<file path="config.mk">
export PLATFORM = sky130hd
export DESIGN_NAME = byte_stuffed_frame_crc_receiver_core
export DESIGN_NICKNAME = d
export VERILOG_FILES = /design/src/rtl/bsfcrc_pkg.sv /design/src/rtl/byte_stuffed_frame_crc_receiver_core.sv /design/src/rtl/bsfcrc_decode.sv
export SDC_FILE = /design/constraint.sdc
export NUM_CORES = 1
export LEC_CHECK = 0
export BUFFER_PORTS_ARGS = -buffer_cell sky130_fd_sc_hd__buf_2
export CAP_MARGIN = 30
export CORE_ASPECT_RATIO = 0.8
export CORE_UTILIZATION = 58
export DETAILED_ROUTE_END_ITERATION = 8
export GPL_TIMING_DRIVEN = 0
export PLACE_DENSITY = 0.86
export SLEW_MARGIN = 20
export SYNTH_ARGS = -nofsm -noshare
export SYNTH_HDL_FRONTEND = slang
export SYNTH_SLANG_ARGS = --single-unit
</file>
<file path="constraint.sdc">
create_clock -name i_clk -period 3.3 [get_ports i_clk]
set_input_delay 0.165 -clock i_clk [delete_from_list [all_inputs] [get_ports i_clk]]
set_output_delay 0.165 -clock i_clk [all_outputs]
set_load 0.005 [all_outputs]
</file>
<file path="src/rtl/bsfcrc_pkg.sv">
`default_nettype none
package bsfcrc_pkg;

    // Phase codes of the deframer; codes 5 to 7 behave as idle.
    localparam logic [2:0] PH_IDLE = 3'd0;
    localparam logic [2:0] PH_DATA = 3'd1;
    localparam logic [2:0] PH_ESC  = 3'd2;
    localparam logic [2:0] PH_CRCL = 3'd3;
    localparam logic [2:0] PH_CRCH = 3'd4;

    // Line codes.
    localparam logic [7:0] FLAG_BYTE = 8'h7E;
    localparam logic [7:0] ESC_BYTE  = 8'h7D;
    localparam logic [7:0] ESC_MASK  = 8'h20;

    // CRC-16, MSB first.
    localparam logic [15:0] CRC_POLY  = 16'h1021;
    localparam logic [15:0] CRC_INIT  = 16'hFFFF;
    localparam logic [15:0] CRC_XOROUT = 16'hFFFF;

    // Result kinds.
    localparam logic [1:0] KIND_BYTE  = 2'd0;
    localparam logic [1:0] KIND_GOOD  = 2'd1;
    localparam logic [1:0] KIND_BAD   = 2'd2;
    localparam logic [1:0] KIND_ABORT = 2'd3;

    typedef struct packed {
        logic [2:0]  phase;
        logic [7:0]  count;
        logic [15:0] crc;
        logic [7:0]  crc_low;
    } t_state;

    typedef struct packed {
        logic       valid;
        logic [1:0] kind;
        logic [7:0] data;
        logic [7:0] index;
    } t_result;

    // One byte through the CRC, eight unrolled shift steps.
    function automatic logic [15:0] crc_feed(input logic [15:0] crc_in, input logic [7:0] b);
        logic [15:0] c;
        c = crc_in ^ {b, 8'h00};
        for (int k = 0; k < 8; k++) begin
            if (c[15]) begin
                c = {c[14:0], 1'b0} ^ CRC_POLY;
            end else begin
                c = {c[14:0], 1'b0};
            end
        end
        return c;
    endfunction

endpackage
`default_nettype wire

</file>
<file path="src/rtl/byte_stuffed_frame_crc_receiver_core.sv">
`default_nettype none
// Byte-stuffed frame receiver with CRC-16 check.
// Input channel (i_in_valid / o_in_ready / i_line_byte) takes one raw line
// byte per item. Output channel (o_out_valid / i_out_ready) gives one result
// item: kind, decoded payload byte and its index within the frame.
// Bytes are ignored until a 0x7E flag; then FRAME_BYTES payload bytes are
// unstuffed (0x7D escapes the next byte, XOR 0x20), then two raw CRC bytes,
// low first, give a good or bad verdict. A flag inside the payload yields an
// abort item and restarts the frame.
// An accepted item sits in the input register, and its result, if any, is
// computed combinationally and shown from the output register.
// Throughput: one item per cycle unless the output stalls; the CRC byte
// update is combinational, between the input and the result registers.
// A stalled output holds the result and the input register; o_in_ready then
// stays high only while the held input byte makes no result or the input
// register is empty.
// Reset (synchronous, active low) clears both valid flags and returns the
// deframer to idle with the CRC at 0xFFFF.
module byte_stuffed_frame_crc_receiver_core #(
    parameter int FRAME_BYTES = 16
) (
    input  wire logic       i_clk,
    input  wire logic       i_rst_n,
    input  wire logic       i_in_valid,
    output logic            o_in_ready,
    input  wire logic [7:0] i_line_byte,
    output logic            o_out_valid,
    input  wire logic       i_out_ready,
    output logic [1:0]      o_kind,
    output logic [7:0]      o_payload_byte,
    output logic [7:0]      o_byte_index
);
    import bsfcrc_pkg::*;

    logic       r_in_valid;
    logic [7:0] r_in_byte;
    t_state     r_state;
    t_state     n_state;
    t_result    step_result;
    logic       r_out_valid;
    logic [1:0] r_kind;
    logic [7:0] r_data;
    logic [7:0] r_index;
    logic       out_free;
    logic       advance;

    bsfcrc_decode #(
        .FRAME_BYTES(FRAME_BYTES)
    ) u_decode (
        .i_state    (r_state),
        .i_line_byte(r_in_byte),
        .o_state    (n_state),
        .o_result   (step_result)
    );

    // Advance the held byte when its result, if any, has a place to go.
    assign out_free   = !r_out_valid || i_out_ready;
    assign advance    = r_in_valid && (out_free || !step_result.valid);
    assign o_in_ready = !r_in_valid || advance;

    always_ff @(posedge i_clk) begin
        if (!i_rst_n) begin
            r_in_valid <= 1'b0;
        end else if (o_in_ready) begin
            r_in_valid <= i_in_valid;
        end
    end

    always_ff @(posedge i_clk) begin
        if (o_in_ready && i_in_valid) begin
            r_in_byte <= i_line_byte;
        end
    end

    // Deframer state moves only when the held byte is consumed.
    always_ff @(posedge i_clk) begin
        if (!i_rst_n) begin
            r_state.phase   <= PH_IDLE;
            r_state.count   <= '0;
            r_state.crc     <= CRC_INIT;
            r_state.crc_low <= '0;
        end else if (advance) begin
            r_state <= n_state;
        end
    end

    // Result register: load a new result, or drop the taken one.
    always_ff @(posedge i_clk) begin
        if (!i_rst_n) begin
            r_out_valid <= 1'b0;
        end else if (out_free) begin
            r_out_valid <= advance && step_result.valid;
        end
    end

    always_ff @(posedge i_clk) begin
        if (out_free && advance && step_result.valid) begin
            r_kind  <= step_result.kind;
            r_data  <= step_result.data;
            r_index <= step_result.index;
        end
    end

    assign o_out_valid    = r_out_valid;
    assign o_kind         = r_kind;
    assign o_payload_byte = r_data;
    assign o_byte_index   = r_index;

endmodule
`default_nettype wire

</file>
<file path="src/rtl/bsfcrc_decode.sv">
`default_nettype none
module bsfcrc_decode #(
    parameter int FRAME_BYTES = 16
) (
    input  wire bsfcrc_pkg::t_state  i_state,
    input  wire logic [7:0]          i_line_byte,
    output bsfcrc_pkg::t_state       o_state,
    output bsfcrc_pkg::t_result      o_result
);
    import bsfcrc_pkg::*;

    localparam logic [8:0] LastCount = 9'(FRAME_BYTES);

    logic [7:0]  data_byte;
    logic [15:0] crc_next;
    logic [8:0]  count_inc;
    logic [15:0] crc_final;

    assign data_byte = (i_state.phase == PH_ESC) ? (i_line_byte ^ ESC_MASK) : i_line_byte;
    assign crc_next  = crc_feed(i_state.crc, data_byte);
    assign count_inc = {1'b0, i_state.count} + 9'd1;
    assign crc_final = i_state.crc ^ CRC_XOROUT;

    always_comb begin
        o_state  = i_state;
        o_result = '0;
        unique case (i_state.phase)
            PH_DATA, PH_ESC: begin
                if (i_state.phase == PH_DATA && i_line_byte == FLAG_BYTE) begin
                    // abort and restart at once
                    o_result.valid = 1'b1;
                    o_result.kind  = KIND_ABORT;
                    o_state.phase  = PH_DATA;
                    o_state.count  = '0;
                    o_state.crc    = CRC_INIT;
                end else if (i_state.phase == PH_DATA && i_line_byte == ESC_BYTE) begin
                    o_state.phase = PH_ESC;
                end else begin
                    o_result.valid = 1'b1;
                    o_result.kind  = KIND_BYTE;
                    o_result.data  = data_byte;
                    o_result.index = i_state.count;
                    o_state.crc    = crc_next;
                    if (count_inc >= LastCount) begin
                        o_state.phase = PH_CRCL;
                        o_state.count = '0;
                    end else begin
                        o_state.phase = PH_DATA;
                        o_state.count = count_inc[7:0];
                    end
                end
            end
            PH_CRCL: begin
                o_state.crc_low = i_line_byte;
                o_state.phase   = PH_CRCH;
            end
            PH_CRCH: begin
                o_result.valid = 1'b1;
                o_result.kind  = (crc_final == {i_line_byte, i_state.crc_low}) ? KIND_GOOD
                                                                               : KIND_BAD;
                o_state.phase  = PH_IDLE;
                o_state.count  = '0;
                o_state.crc    = CRC_INIT;
            end
            default: begin
                if (i_line_byte == FLAG_BYTE) begin
                    o_state.phase = PH_DATA;
                    o_state.count = '0;
                    o_state.crc   = CRC_INIT;
                end else begin
                    o_state.phase = PH_IDLE;
                end
            end
        endcase
    end

endmodule
`default_nettype wire

</file>
# After elaboration in Yosys (flattened, before gate mapping)

Cells that the tools add are included.

Flip-flop bits (word level): 63
Input bits: 12
Output and inout bits: 20
Logic and storage cells: 72

$add $sub $neg: 1
Magnitude comparators: 1
Eq/ne operators: 8
Muxes and demuxes: 21
Bitwise gates (word level): 13
Reduce and logical (&&, ||, !) cells: 18

Operators with widths:

| kind                  | number |
|---|---|
| $mux W13              | 8 |
| $pmux W24 S3          | 1 |
| $mux W24              | 2 |
| $mux W27              | 1 |
| $not A3 Y3            | 8 |
| $mux W19              | 1 |
| $eq A16 B16 Y1        | 1 |
| $eq A8 B7 Y1 const B  | 2 |
| $not A16 Y16          | 1 |
| $xor A16 B16 Y16      | 1 |
| $mux W10              | 1 |
| $add A8 B1 Y9 const B | 1 |
| $ge A9 B5 Y1 const B  | 1 |
| $pmux W3 S3           | 1 |
| $logic_and A1 B1 Y1   | 7 |
| $eq A3 B2 Y1 const B  | 2 |
| $mux W3               | 2 |
| $mux W6               | 1 |
| $pmux W3 S2           | 1 |
| $reduce_and A4 Y1     | 1 |
| $eq A3 B1 Y1 const B  | 1 |
| $eq A3 B3 Y1 const B  | 1 |
| $logic_not A1 Y1      | 3 |
| $logic_or A1 B1 Y1    | 3 |
| other kinds (8)       | 10 |

# Longest topological paths before layout

Gate-level depths: netlist (run 1).

Word-level depth: 22
Gate-level depth with buffers: 8
Depth with buffers taken out: 7

# Modules after synthesis

A second synthesis (run 1) with hierarchy kept.

Cells, all modules: 390
Area, all modules: 3797.4 um2

By module, submodules not included:

| module                               | times used | cells an instance | area each (um2) | sequential area each (um2) |
|---|---|---|---|---|
| byte_stuffed_frame_crc_receiver_core | 1          | 189               | 2401.1          | 1521.5 |
| bsfcrc_decode                        | 1          | 201               | 1396.3          | 0.0 |

# Worst setup path after synthesis (run 1)

OpenSTA, ideal clock, no wires.

Path kind: register -> register
Start: register r_state[32] in the netlist's numbering
End: register r_index[0] (netlist: o_byte_index[0]), enable pin
Setup time: 0.395 ns
Arrival time: 1.943 ns
Data required time: 2.905 ns
Path slack: 0.962 ns
Cell stages (with the launch flop): 7
Path buffers: 1
Clock period less this slack: 2.338 ns
Cells stage by stage: dfxtp_1 -> buf_2 -> nor2b_1 -> o31ai_1 -> a21oi_1 -> o21ai_0 -> nor2b_1

Word-level cells in the longest chain between the ends: 10
Elaborated cells on any way between the ends: 14
Those cells by class: 3 x eq/ne; 3 x mux; 8 x reduce/logical

RTL lines:

| what                   | line                                                          | source |
|---|---|---|
| from (decl)            | byte_stuffed_frame_crc_receiver_core.sv:37                    | `t_state r_state;` |
| from (signal assigned) | byte_stuffed_frame_crc_receiver_core.sv:83                    | `r_state <= n_state;` |
| $eq A3 B1 Y1           | bsfcrc_decode.sv:27, bsfcrc_decode.sv:29, bsfcrc_decode.sv:36 |  |
| $logic_and A1 B1 Y1    | bsfcrc_decode.sv:36                                           | `end else if (i_state.phase == PH_DATA && i_line_byte == ESC_BYTE) begin` |
| $mux W19               | bsfcrc_decode.sv:36                                           |  |
| $mux W3                | bsfcrc_decode.sv:29                                           | `if (i_state.phase == PH_DATA && i_line_byte == FLAG_BYTE) begin` |
| $pmux W3 S2 *          | bsfcrc_decode.sv:27                                           | `unique case (i_state.phase)` |
| $logic_not A1 Y1       | byte_stuffed_frame_crc_receiver_core.sv:58                    | `assign advance = r_in_valid && (out_free \|\| !step_result.valid);` |
| $logic_or A1 B1 Y1     | byte_stuffed_frame_crc_receiver_core.sv:58                    |  |
| $logic_and A1 B1 Y1    | byte_stuffed_frame_crc_receiver_core.sv:58                    |  |
| $logic_and A1 B1 Y1    | byte_stuffed_frame_crc_receiver_core.sv:97                    | `if (out_free && advance && step_result.valid) begin` |
| $logic_and A1 B1 Y1 *  | byte_stuffed_frame_crc_receiver_core.sv:97                    |  |
| to (signal assigned)   | byte_stuffed_frame_crc_receiver_core.sv:100                   | `r_index <= step_result.index;` |
| to (decl)              | byte_stuffed_frame_crc_receiver_core.sv:43                    | `logic [7:0] r_index;` |

Every way passes the cells marked *; elsewhere a longest branch is shown, timed or not.
A chain may end at the register's enable or synchronous reset.

# Worst setup path in the final report (run 1)

Start: register r_in_byte[5]
End: register r_in_byte[5], enable pin

Word-level cells in the longest chain between the ends: 10
Elaborated cells on any way between the ends: 12
Those cells by class: 2 x eq/ne; 3 x mux; 7 x reduce/logical

RTL lines:

| what                   | line                                       | source |
|---|---|---|
| from (decl)            | byte_stuffed_frame_crc_receiver_core.sv:36 | `logic [7:0] r_in_byte;` |
| from (signal assigned) | byte_stuffed_frame_crc_receiver_core.sv:71 | `r_in_byte <= i_line_byte;` |
| $eq A8 B7 Y1           | bsfcrc_decode.sv:36                        |  |
| $logic_and A1 B1 Y1    | bsfcrc_decode.sv:36                        |  |
| $mux W19               | bsfcrc_decode.sv:36                        |  |
| $mux W3 *              | bsfcrc_decode.sv:29                        |  |
| $pmux W3 S2 *          | bsfcrc_decode.sv:27                        |  |
| $logic_not A1 Y1 *     | byte_stuffed_frame_crc_receiver_core.sv:58 |  |
| $logic_or A1 B1 Y1 *   | byte_stuffed_frame_crc_receiver_core.sv:58 |  |
| $logic_and A1 B1 Y1 *  | byte_stuffed_frame_crc_receiver_core.sv:58 |  |
| $logic_or A1 B1 Y1 *   | byte_stuffed_frame_crc_receiver_core.sv:59 | `assign o_in_ready = !r_in_valid \|\| advance;` |
| $logic_and A1 B1 Y1 *  | byte_stuffed_frame_crc_receiver_core.sv:70 | `if (o_in_ready && i_in_valid) begin` |

Marked as above.

==> flow_summary.json, run 1 <==
{
  "status": "completed",
  "core_mm2": 0.004762,
  "synthMostInstantiatedCell": "dfxtp_1",
  "fp.dieH_um": 66.09,
  "drt-total-wl_um": 6656,
  "ir_drop_v": 0.0004903,
  "path_max_fanout": 8,
  "ys_warn_count": 0,
  "rsz0062_at_grt": "false",
  "io_buffers": 31,
  "syn_nets": 314,
  "finalHoldViolCount": 0,
  "r2r_end": "r_in_byte[5]$_DFFE_PP_",
  "hold_path_class": "in2reg",
  "ys_seq_elements": 63,
  "fillCellCount": 353,
  "syn_area_per_cell_um2": 9.926,
  "drive_above_1_share_pct": 17.46,
  "critical_path.cell_chain": "nand4_1 -> o31ai_1 -> a21oi_1 -> o21ai_0 -> nor2_1 -> nor2b_1",
  "start_util_pct": 62.53,
  "cts_made_buffers": 9,
  "setup_viol": 0,
  "max_cap_viol_count": 0,
  "synth_ff_type": "dfxtp_1",
  "slowest_stage": "nor2b_1",
  "synth_top_area_cell": "edfxtp_1",
  "drc": 0,
  "whs_path_depth": 2,
  "seqCellArea_mm2": 0.001521,
  "r2r-start": "r_in_byte[5]$_DFFE_PP_",
  "yosysSeqAreaShare_pct": 51.09,
  "period_share_pct": 76.69,
  "clock_skew_ps": 11.86,
  "diodes": 0,
  "place_hpwl_um": 4620,
  "arrival_ps": 2510,
  "p_leak_nw": 1.385,
  "num_vias": 2414,
  "cts_resized": 0,
  "antenna_found_initial": 0,
  "ys_async_sr_fraction_pct": 0,
  "dpl-instance-area_mm2": 0.003211,
  "critPathMaxStageDelay_ps": 520,
  "drv_slew": 0,
  "fp.dieW_um": 82.11,
  "clk_pin_slew_ps": 60,
  "ys_types": 46,
  "fmax_ghz": 0.3952,
  "syn_to_final_growth_pct": 17.61,
  "worstHoldEndpoint": "r_in_valid$_SDFFE_PN0P_",
  "slew_headroom_pct": 41.46,
  "die_area_mm2": 0.005427,
  "insertion_delay_ps": 360,
  "grt_usage_pct": 27.44,
  "rows": 22,
  "min-delay-start": "i_in_valid",
  "ant_nets": 0,
  "worst_pin_slew_ps": 874.1,
  "ys_top_cells_by_count": "37 x dfxtp_1, 26 x edfxtp_1, 25 x nand2_1, 23 x nor2_1, 22 x xnor2_1",
  "gr-total-overflow": 0,
  "clk_path_buf_depth": 2,
  "reg2reg_depth": 6,
  "place_congestion": 0.9112,
  "ctsRootBufferMaster": "clkbuf_8",
  "rrSetupSlack_ps": 770,
  "final_area_mm2": 0.003502,
  "min_period_ps": 2531,
  "power.density_mw_per_mm2": 471.0,
  "clock-sinks": 63,
  "grt_max_degree": 19,
  "cp.required_ps": 3280,
  "finalNetCount": 364,
  "cts_tree": "done",
  "ys_top_cells_by_area": "edfxtp_1 26%, dfxtp_1 25%, xnor2_1 6.5%",
  "routedWlPerCell_um": 16.04,
  "worst-path-buf-inv": 0,
  "grt_first_pass_wirelength_um": 10540,
  "viasPerCell": 5.817,
  "multi_input_area_mm2": 0.001364,
  "synth_top_area_share_pct": 26.22,
  "dr.pass1.iters": 5,
  "first_global_vias": 2133,
  "crit_path_start_kind": "flop",
  "drtIter0Drc": 341,
  "crit_path_end_kind": "flop",
  "htreeDepth": 3,
  "synth_area_mm2": 0.002978,
  "design.portCount": 32,
  "synthCells": 300,
  "fin_setup_tns_ps": 0,
  "path_delay_family": "simple AND/OR/NAND/NOR gates",
  "synth_edf_count": 26,
  "critical_path_class": "reg2reg"
}
state kept, by name, summed over array words and instances (netlist names):
signal,count
r_in_byte,8
r_in_valid,1
o_byte_index,8
o_payload_byte,8
o_kind,2
o_out_valid,1
r_state,35
how the worst max path moves through the flow:
stage	start	to	slack, ps	depth (start not counted)
2_1_floorplan	r_state[32]$_SDFFE_PN0N_	o_byte_index[0]$_SDFFCE_PP0P_	960	6
3_3_place_gp	r_state[32]$_SDFFE_PN0N_	o_byte_index[7]$_SDFFCE_PP0P_	450	6
3_5_place_dp	r_in_byte[5]$_DFFE_PP_	r_in_byte[3]$_DFFE_PP_	750	6
4_1_cts	r_in_byte[5]$_DFFE_PP_	r_in_byte[1]$_DFFE_PP_	750	6
5_1_grt	r_in_byte[5]$_DFFE_PP_	r_in_byte[1]$_DFFE_PP_	460	6
6_report	r_in_byte[5]$_DFFE_PP_	r_in_byte[5]$_DFFE_PP_	770	6
through the flow:
step	power (W)	hold slack, ps	instances	util (%)	worst slack [ps]
floorplan	0.0009045	263.9	300	-	962.3
global placement	0.0009290	341.1	391	67.37	449.3
detailed placement	0.0009312	343.1	391	67.42	753.1
CTS	0.001653	45.54	415	73.54	746.6
global route	0.001702	51.06	415	73.54	455.1
finish	0.001649	50.00	415	73.54	769.4
what timing repair did:
action,CTS,global route
setup buffers,0,0
endpoints found under the setup margin,0,0
hold buffers,8,0
endpoints found under the hold margin,8,0
cell families after synthesis:
logic type | after synthesis | synth area share (%)
compound gates | 57 | 12.40
xor+xnor | 36 | 10.59
fa+ha+maj | 2 | 0.8402
buf+inv | 20 | 3.193
flops | 63 | 51.09
simple gates | 122 | 21.89
layer usage:
metal	track usage, %	wire (µm)	vias up
li1	-	-	1157
met1	37.53	3020	1129
met2	40.91	3023	117
met3	8.690	551	11
met4	8.772	60	0
met5	0	0	-
report_power, final:
part,internal (W),switching (W)
Clock,0.000424,0.000302
Sequential,0.000816,0.0000139
Combinational,0.0000436,0.0000506
Total,0.00128,0.000366
worst register-to-register path: cells and delay by family, from the launching register on:
kind             cells  cell delay (ps)
AO/OA/AOI/OAI        3              770
flip-flops           1              510
AND/OR/NAND/NOR      3              890
cell type report:
cell class | count | share of cell area [%]
sequential | 63 | 43.44
multi-input combinational | 217 | 38.94
timing repair buffer | 39 | 6.717
clock buffer | 10 | 3.644
clock inverter | 6 | 2.394
buffer | 16 | 2.287
tap | 60 | 2.144
inverter | 4 | 0.4287
placed cells by master (no fill, tap or decap), types with 2 or more instances in the layout:
master | netlist | routed
edfxtp_1 | 26 | 26
buf_2 | 7 | 38
xnor2_1 | 22 | 22
dlygate4sd3_1 | 0 | 8
clkinv_2 | 0 | 3
a31o_2 | 2 | 2
nand3b_1 | 3 | 3
bufinv_16 | 0 | 2
clkbuf_8 | 0 | 9
nand3_1 | 4 | 4
dfxtp_1 | 37 | 37
xor2_1 | 14 | 14
clkbuf_1 | 7 | 8
nand2b_1 | 6 | 6
nand4_1 | 8 | 8
a21boi_0 | 12 | 12
nor2_1 | 23 | 23
a21oi_1 | 7 | 7
a31oi_1 | 2 | 2
ha_1 | 2 | 2
inv_1 | 4 | 4
nor2b_1 | 6 | 5
o22ai_1 | 4 | 4
o21ai_0 | 18 | 18
and2_1 | 15 | 15
nand2_1 | 25 | 25
and3_1 | 10 | 10
o31ai_1 | 2 | 2
nor3_1 | 13 | 13
Power figures use the tool's default switching activity.
==> run 2, diff against run 1 <==
- ABC_AREA: default -> 1
- CORE_UTILIZATION: 58 -> 53
- PLACE_DENSITY: 0.86 -> 0.83
- clock period: 3.3 -> 2.2 ns (I/O delays scaled with it)
==> run 2 against run 1 <==
Clock power is 49% higher. Critical path depth increased by 5. Clock skew shrank 6.1 ps. Register-to-register slack lost 640 ps. Synthesized cell count increased by 34%. Sequential power rose by 55%. Core utilization decreased by 7.3 points. Routed wire length is 4.3% higher. Sequential share of layout area decreased by 1.9 points. Die area increased by 13%. Setup slack worse by 640 ps. Cell count increased by 29%.
==> flow_summary.json, run 2 <==
{
  "insertion_delay_ps": 350,
  "drv_slew": 0,
  "synthMostInstantiatedCell": "nand2_1",
  "num_vias": 2654,
  "final_cell_mix": "119 x nand2_1, 60 x nor2_1, 49 x inv_1, 41 x nand3_1, 37 x dfxtp_1",
  "final_core_util_pct": 66.21,
  "slowest_stage": "edfxtp_1",
  "dr.pass1.iters": 5,
  "reg2reg_depth": 11,
  "fillCellCount": 479,
  "synth_ff_type": "dfxtp_1",
  "ctsRootBufferMaster": "clkbuf_8",
  "power.density_mw_per_mm2": 732.3,
  "routedWlPerCell_um": 12.96,
  "regMostFlops": "r_state",
  "status": "completed",
  "slew_headroom_pct": 64.54,
  "cts_tree": "done",
  "place_hpwl_um": 4865,
  "die_area_mm2": 0.006152,
  "ys_seq_elements": 63,
  "arrival_ps": 2130,
  "place_congestion": 0.9409,
  "synth_area_mm2": 0.003095,
  "grt_max_degree": 19,
  "fp.dieW_um": 87.45,
  "cts_made_buffers": 9,
  "htreeDepth": 3,
  "yosysSeqAreaShare_pct": 49.15,
  "setup_viol": 0,
  "rows": 24,
  "path_max_fanout": 18,
  "antenna_found_initial": 0,
  "diodes": 0,
  "drc": 0,
  "min_period_ps": 2068,
  "finalNetCount": 467,
  "ir_drop_v": 0.0004777,
  "syn_nets": 417,
  "io_buffers": 30,
  "fp.dieH_um": 70.36,
  "r2r_end": "o_payload_byte[0]$_SDFFCE_PP0P_",
  "synthCells": 403,
  "p_leak_nw": 1.783,
  "drt-total-wl_um": 6945,
  "largest_reg_flops": 35,
  "pre_cts_ws_ps": -179.9,
  "drive_above_1_share_pct": 15.28,
  "gr-total-overflow": 0,
  "grt_first_pass_wirelength_um": 11320,
  "clock-sinks": 63,
  "fin_setup_tns_ps": 0,
  "setup_ws_ps": 132.2,
  "worstHoldEndpoint": "r_in_valid$_SDFFE_PN0P_",
  "clock_skew_ps": 5.735,
  "synth_top_area_share_pct": 25.22,
  "period_share_pct": 93.99,
  "hold_path_class": "in2reg",
  "worst-path-buf-inv": 3,
  "syn_area_per_cell_um2": 7.681,
  "clk_pin_slew_ps": 70,
  "synth_edf_count": 26,
  "crit_path_end_kind": "flop",
  "ys_warn_count": 0,
  "final_common_cell": "nand2_1",
  "max_cap_viol_count": 0,
  "start_util_pct": 56.02,
  "path_delay_family": "simple AND/OR/NAND/NOR gates",
  "whs_path_depth": 3,
  "r2r-start": "r_in_byte[6]$_DFFE_PP_",
  "crit_path_start_kind": "flop",
  "critPathMaxStageDelay_ps": 540,
  "cp.required_ps": 2260,
  "ant_nets": 0,
  "cp_common_cell": "nand2_1",
  "grt_usage_pct": 25.04,
  "rrSetupSlack_ps": 130,
  "ys_top_cells_by_count": "119 x nand2_1, 60 x nor2_1, 51 x inv_1, 41 x nand3_1, 37 x dfxtp_1",
  "final_area_mm2": 0.003659,
  "worst_pin_slew_ps": 531.9,
  "drtIter0Drc": 241,
  "syn_to_final_growth_pct": 18.19,
  "clk_path_buf_depth": 2,
  "fmax_ghz": 0.4836,
  "synth_top_area_cell": "edfxtp_1",
  "finalHoldViolCount": 0,
  "dpl-instance-area_mm2": 0.003343,
  "core_mm2": 0.005525,
  "ys_types": 29,
  "viasPerCell": 4.951,
  "ys_async_sr_fraction_pct": 0,
  "ys_top_cells_by_area": "edfxtp_1 25%, dfxtp_1 24%, nand2_1 14%",
  "critical_path_class": "reg2reg",
  "min-delay-start": "i_in_valid",
  "first_global_vias": 2447,
  "design.portCount": 32,
  "critical_path.cell_chain": "nand2_1 -> nor2_4 -> nand2_1 -> nand2_2 -> nand3_4 -> nand2_4 -> nand2_1 -> inv_1 -> nand2_1 -> clkinvlp_4 -> buf_12"
}
-- run 2: how the worst max path moves through the flow --
stage                      startpoint                         endpoint  cells past startpoint
5_1_grt        r_in_byte[3]$_DFFE_PP_    o_byte_index[6]$_SDFFCE_PP0P_                     11
2_1_floorplan  r_in_byte[1]$_DFFE_PP_    o_byte_index[0]$_SDFFCE_PP0P_                     11
3_5_place_dp   r_in_byte[7]$_DFFE_PP_    o_byte_index[6]$_SDFFCE_PP0P_                     11
6_report       r_in_byte[6]$_DFFE_PP_  o_payload_byte[0]$_SDFFCE_PP0P_                     11
3_3_place_gp   r_in_byte[7]$_DFFE_PP_    o_byte_index[5]$_SDFFCE_PP0P_                     11
4_1_cts        r_in_byte[7]$_DFFE_PP_              o_kind[0]$_DFFE_PP_                     11
-- run 2: timing repair --
item | in CTS | in global routing
gates resized for setup | 1 | 1
setup buffers | 0 | 1
endpoints found under the setup margin | 18 | 18
hold endpoints to repair | 8 | 0
cloned | 0 | 0
hold buffers | 8 | 0
-- run 2: routing by layer --
metal	vias to the layer above	track usage, %	share of wire [%]
met3	11	7.683	8.1
met5	-	0	0
li1	1356	-	-
met1	1182	31.87	44
met2	105	40.02	46
met4	0	8.925	1.4
-- run 2: logic make-up (layout without fill, tap and decap cells) --
logic type                 count (synthesis)  in the layout  share of synthesized area [%]
and+or+nand+nor                          243            243                          34.56
AOI/OAI and AO/OA                         13             13                          2.102
adders and majority gates                  2              2                         0.8083
buffers and inverters                     66            121                          8.852
DFF                                       63             63                          49.15
xor gates and xnor gates                  16             16                          4.527
-- run 2: cell type report --
class                      count  area [µm²]  share of cell area, %
sequential                    63        1521                  41.59
inverter                      55       212.7                  5.814
buffer                        11       65.06                  1.778
clock inverter                 7       87.58                  2.394
timing repair buffer          39       250.2                  6.840
clock buffer                   9       123.9                  3.386
multi-input combinational    274        1300                  35.53
tap                           78       97.59                  2.668
-- run 2: tightest hold or removal path, stage by stage --
cell and delay (ps):
buf_2 90, nand2_1 70, a21oi_1 60
-- run 2: per-stage QoR --
stage,std cells,hold WS (ps),power [W]
CTS,535,15.67,0.002695
global route,536,69.08,0.002785
detailed placement,511,288.1,0.001602
finish,536,32.32,0.002679
global placement,511,285.9,0.001593
floorplan,403,208.9,0.001523
-- run 2: where the power goes --
group / internal (W) / switching [W] / total, W
Clock: 0.000627 / 0.000453 / 0.00108
Combinational: 0.000111 / 0.000193 / 0.000305
Sequential: 0.00125 / 0.0000399 / 0.00129
==> run 3, diff against run 2 <==
- clock period: 2.2 -> 1.8 ns (I/O delays scaled with it)
==> run 3 against run 2 <==
The run now ends with negative setup slack left. Via count increased by 16%. Fmax increased by 10%. Non-clock buffer count increased by 30. Register-to-register slack got worse by 210 ps. Power increased by 35%. Largest power group unchanged.
==> flow_summary.json, run 3 (synthesis results as in run 2) <==
{
  "diodes": 0,
  "num_vias": 3088,
  "multi_input_area_mm2": 0.001549,
  "arrival_ps": 2070,
  "period_share_pct": 104.4,
  "fin_setup_tns_ps": -1403,
  "whs_path_depth": 4,
  "crit_path_start_kind": "flop",
  "drc": 0,
  "setup_ws_ps": -79.52,
  "insertion_delay_ps": 350,
  "reg2reg_depth": 12,
  "ctsRootBufferMaster": "clkbuf_8",
  "drv_slew": 0,
  "place_hpwl_um": 4979,
  "worstHoldEndpoint": "o_out_valid$_SDFFE_PN0N_",
  "crit_path_end_kind": "flop",
  "setup_viol": 37,
  "ir_drop_v": 0.0006326,
  "final_cells": 567,
  "routedWlPerCell_um": 15.82,
  "dr.pass1.iters": 6,
  "grt_util_met2_pct": 41.06,
  "max_cap_viol_count": 0,
  "syn_to_final_growth_pct": 38.28,
  "htreeDepth": 3,
  "critical_path_class": "reg2reg",
  "crit_start": "r_in_byte[1]$_DFFE_PP_",
  "place_congestion": 0.9261,
  "drt-total-wl_um": 8971,
  "drive_above_1_share_pct": 32.11,
  "violations": "negative setup slack",
  "grt_max_degree": 12,
  "first_global_vias": 2597,
  "clock-sinks": 63,
  "io_buffers": 30,
  "min_period_ps": 1880,
  "r2r-start": "r_in_byte[1]$_DFFE_PP_",
  "p_leak_nw": 2.020,
  "hold_path_class": "in2reg",
  "drtIter0Drc": 322,
  "die_area_mm2": 0.006152,
  "grt_use_met1_pct": 35.38,
  "start_util_pct": 56.02,
  "fmax_ghz": 0.5321,
  "dp_cells": 511,
  "antenna_found_initial": 0,
  "top_usage_layer": "met2",
  "final_common_cell": "nand2_1",
  "cp.required_ps": 1990,
  "gr-total-overflow": 0,
  "worst_pin_slew_ps": 671.6,
  "cts_tree": "done",
  "fillCellCount": 360,
  "status": "finished, violations left",
  "design.portCount": 32,
  "seqCellArea_mm2": 0.001521,
  "largest_reg_flops": 35,
  "final_cell_mix": "89 x nand2_1, 53 x nor2_1, 45 x inv_1, 37 x dfxtp_1, 32 x nand3_1",
  "cts_made_buffers": 9,
  "ant_nets": 0,
  "slew_headroom_pct": 55.22,
  "clk_path_buf_depth": 2,
  "rrSetupSlack_ps": -80,
  "clk_pin_slew_ps": 70,
  "fp.dieW_um": 87.45,
  "grt_usage_pct": 26.93,
  "core_mm2": 0.005525,
  "min-delay-start": "i_out_ready",
  "viasPerCell": 5.446,
  "finalNetCount": 498,
  "path_max_fanout": 7,
  "clock_skew_ps": 6.832,
  "fin_hold_ws_ps": 52.92,
  "rows": 24,
  "fp.dieH_um": 70.36,
  "power.density_mw_per_mm2": 846.8,
  "r2r_end": "r_state[19]$_SDFFE_PN1P_",
  "grt_util_met3_pct": 6.619,
  "rsz0062_at_grt": "true",
  "regMostFlops": "r_state",
  "finalHoldViolCount": 0,
  "grt_first_pass_wirelength_um": 12260,
  "pre_cts_ws_ps": -297.3
}
==> run 3: cell types whose count changed in the layout (fill, tap and decap cells not counted), sizes merged <==
cell / delta
buf: +27
clkbuf: +4
bufinv: +1
clkinvlp: -1
inv: -1
nand3: +1
==> run 3: worst max-delay path by stage <==
stage                                         end  slack, ps  depth (start not counted)
detailed placement  o_byte_index[5]$_SDFFCE_PP0P_       -300                         11
CTS                           o_kind[1]$_DFFE_PP_         -3                         12
global route             r_state[19]$_SDFFE_PN1P_       -140                         12
floorplan           o_byte_index[0]$_SDFFCE_PP0P_         20                         11
finish                   r_state[19]$_SDFFE_PN1P_        -80                         12
global placement    o_byte_index[5]$_SDFFCE_PP0P_       -240                         11
==> run 3: layout make-up <==
cell class / count / share of cell area [%]
Tap cell: 78 / 2.280
Clock inverter: 6 / 2.514
Buffer: 10 / 1.958
Clock buffer: 10 / 3.215
Multi-Input combinational cell: 275 / 36.19
Sequential cell: 63 / 35.55
Inverter: 55 / 5.145
Timing Repair Buffer: 70 / 13.15
==> run 3: timing repair <==
item	4_1_cts	5_1_grt
hold endpoints to repair	8	0
gates cloned	1	6
hold buffers	8	0
resized for setup	13	75
endpoints found under the setup margin	58	70
buffers inserted	14	12
pin swaps	2	17
==> run 3: through the flow <==
| stage | cell area [µm²] | power [W] | util [%] |
|---|---|---|---|
| final | 4280 | 0.003625 | 77.47 |
| after global placement | 3349 | 0.001952 | 60.62 |
| after floorplan | 3102 | 0.001864 | - |
| after CTS | 3860 | 0.003515 | 69.86 |
| after global routing | 4280 | 0.003729 | 77.47 |
| after detailed placement | 3349 | 0.001962 | 60.62 |
==> run 3: per-layer routing <==
| metal | wire length [µm] | share of wire, % | vias to the layer above |
|---|---|---|---|
| li1 | - | - | 1425 |
| met1 | 3583 | 40 | 1403 |
| met2 | 4245 | 47 | 224 |
| met3 | 861 | 9.6 | 36 |
| met4 | 281 | 3.1 | 0 |
| met5 | 0 | 0 | - |
==> run 3: where the power goes <==
group | switching (W) | total [W] | internal, W
registers | 0.0000482 | 0.00158 | 0.00153
clock network | 0.000571 | 0.00152 | 0.000952
logic | 0.000313 | 0.000520 | 0.000207
total | 0.000933 | 0.00362 | 0.00269
==> run 3: critical path, cell delays in order (launching register included) <==
cell      delay (ps)
edfxtp_1         440
inv_2             90
nand2_1           50
nor2_1           160
nand2_2           80
nand2_2          100
nand3_4           90
nand2_4          100
buf_12           120
nand3_4          150
buf_6            200
nand2_2           60
nand3_1           90
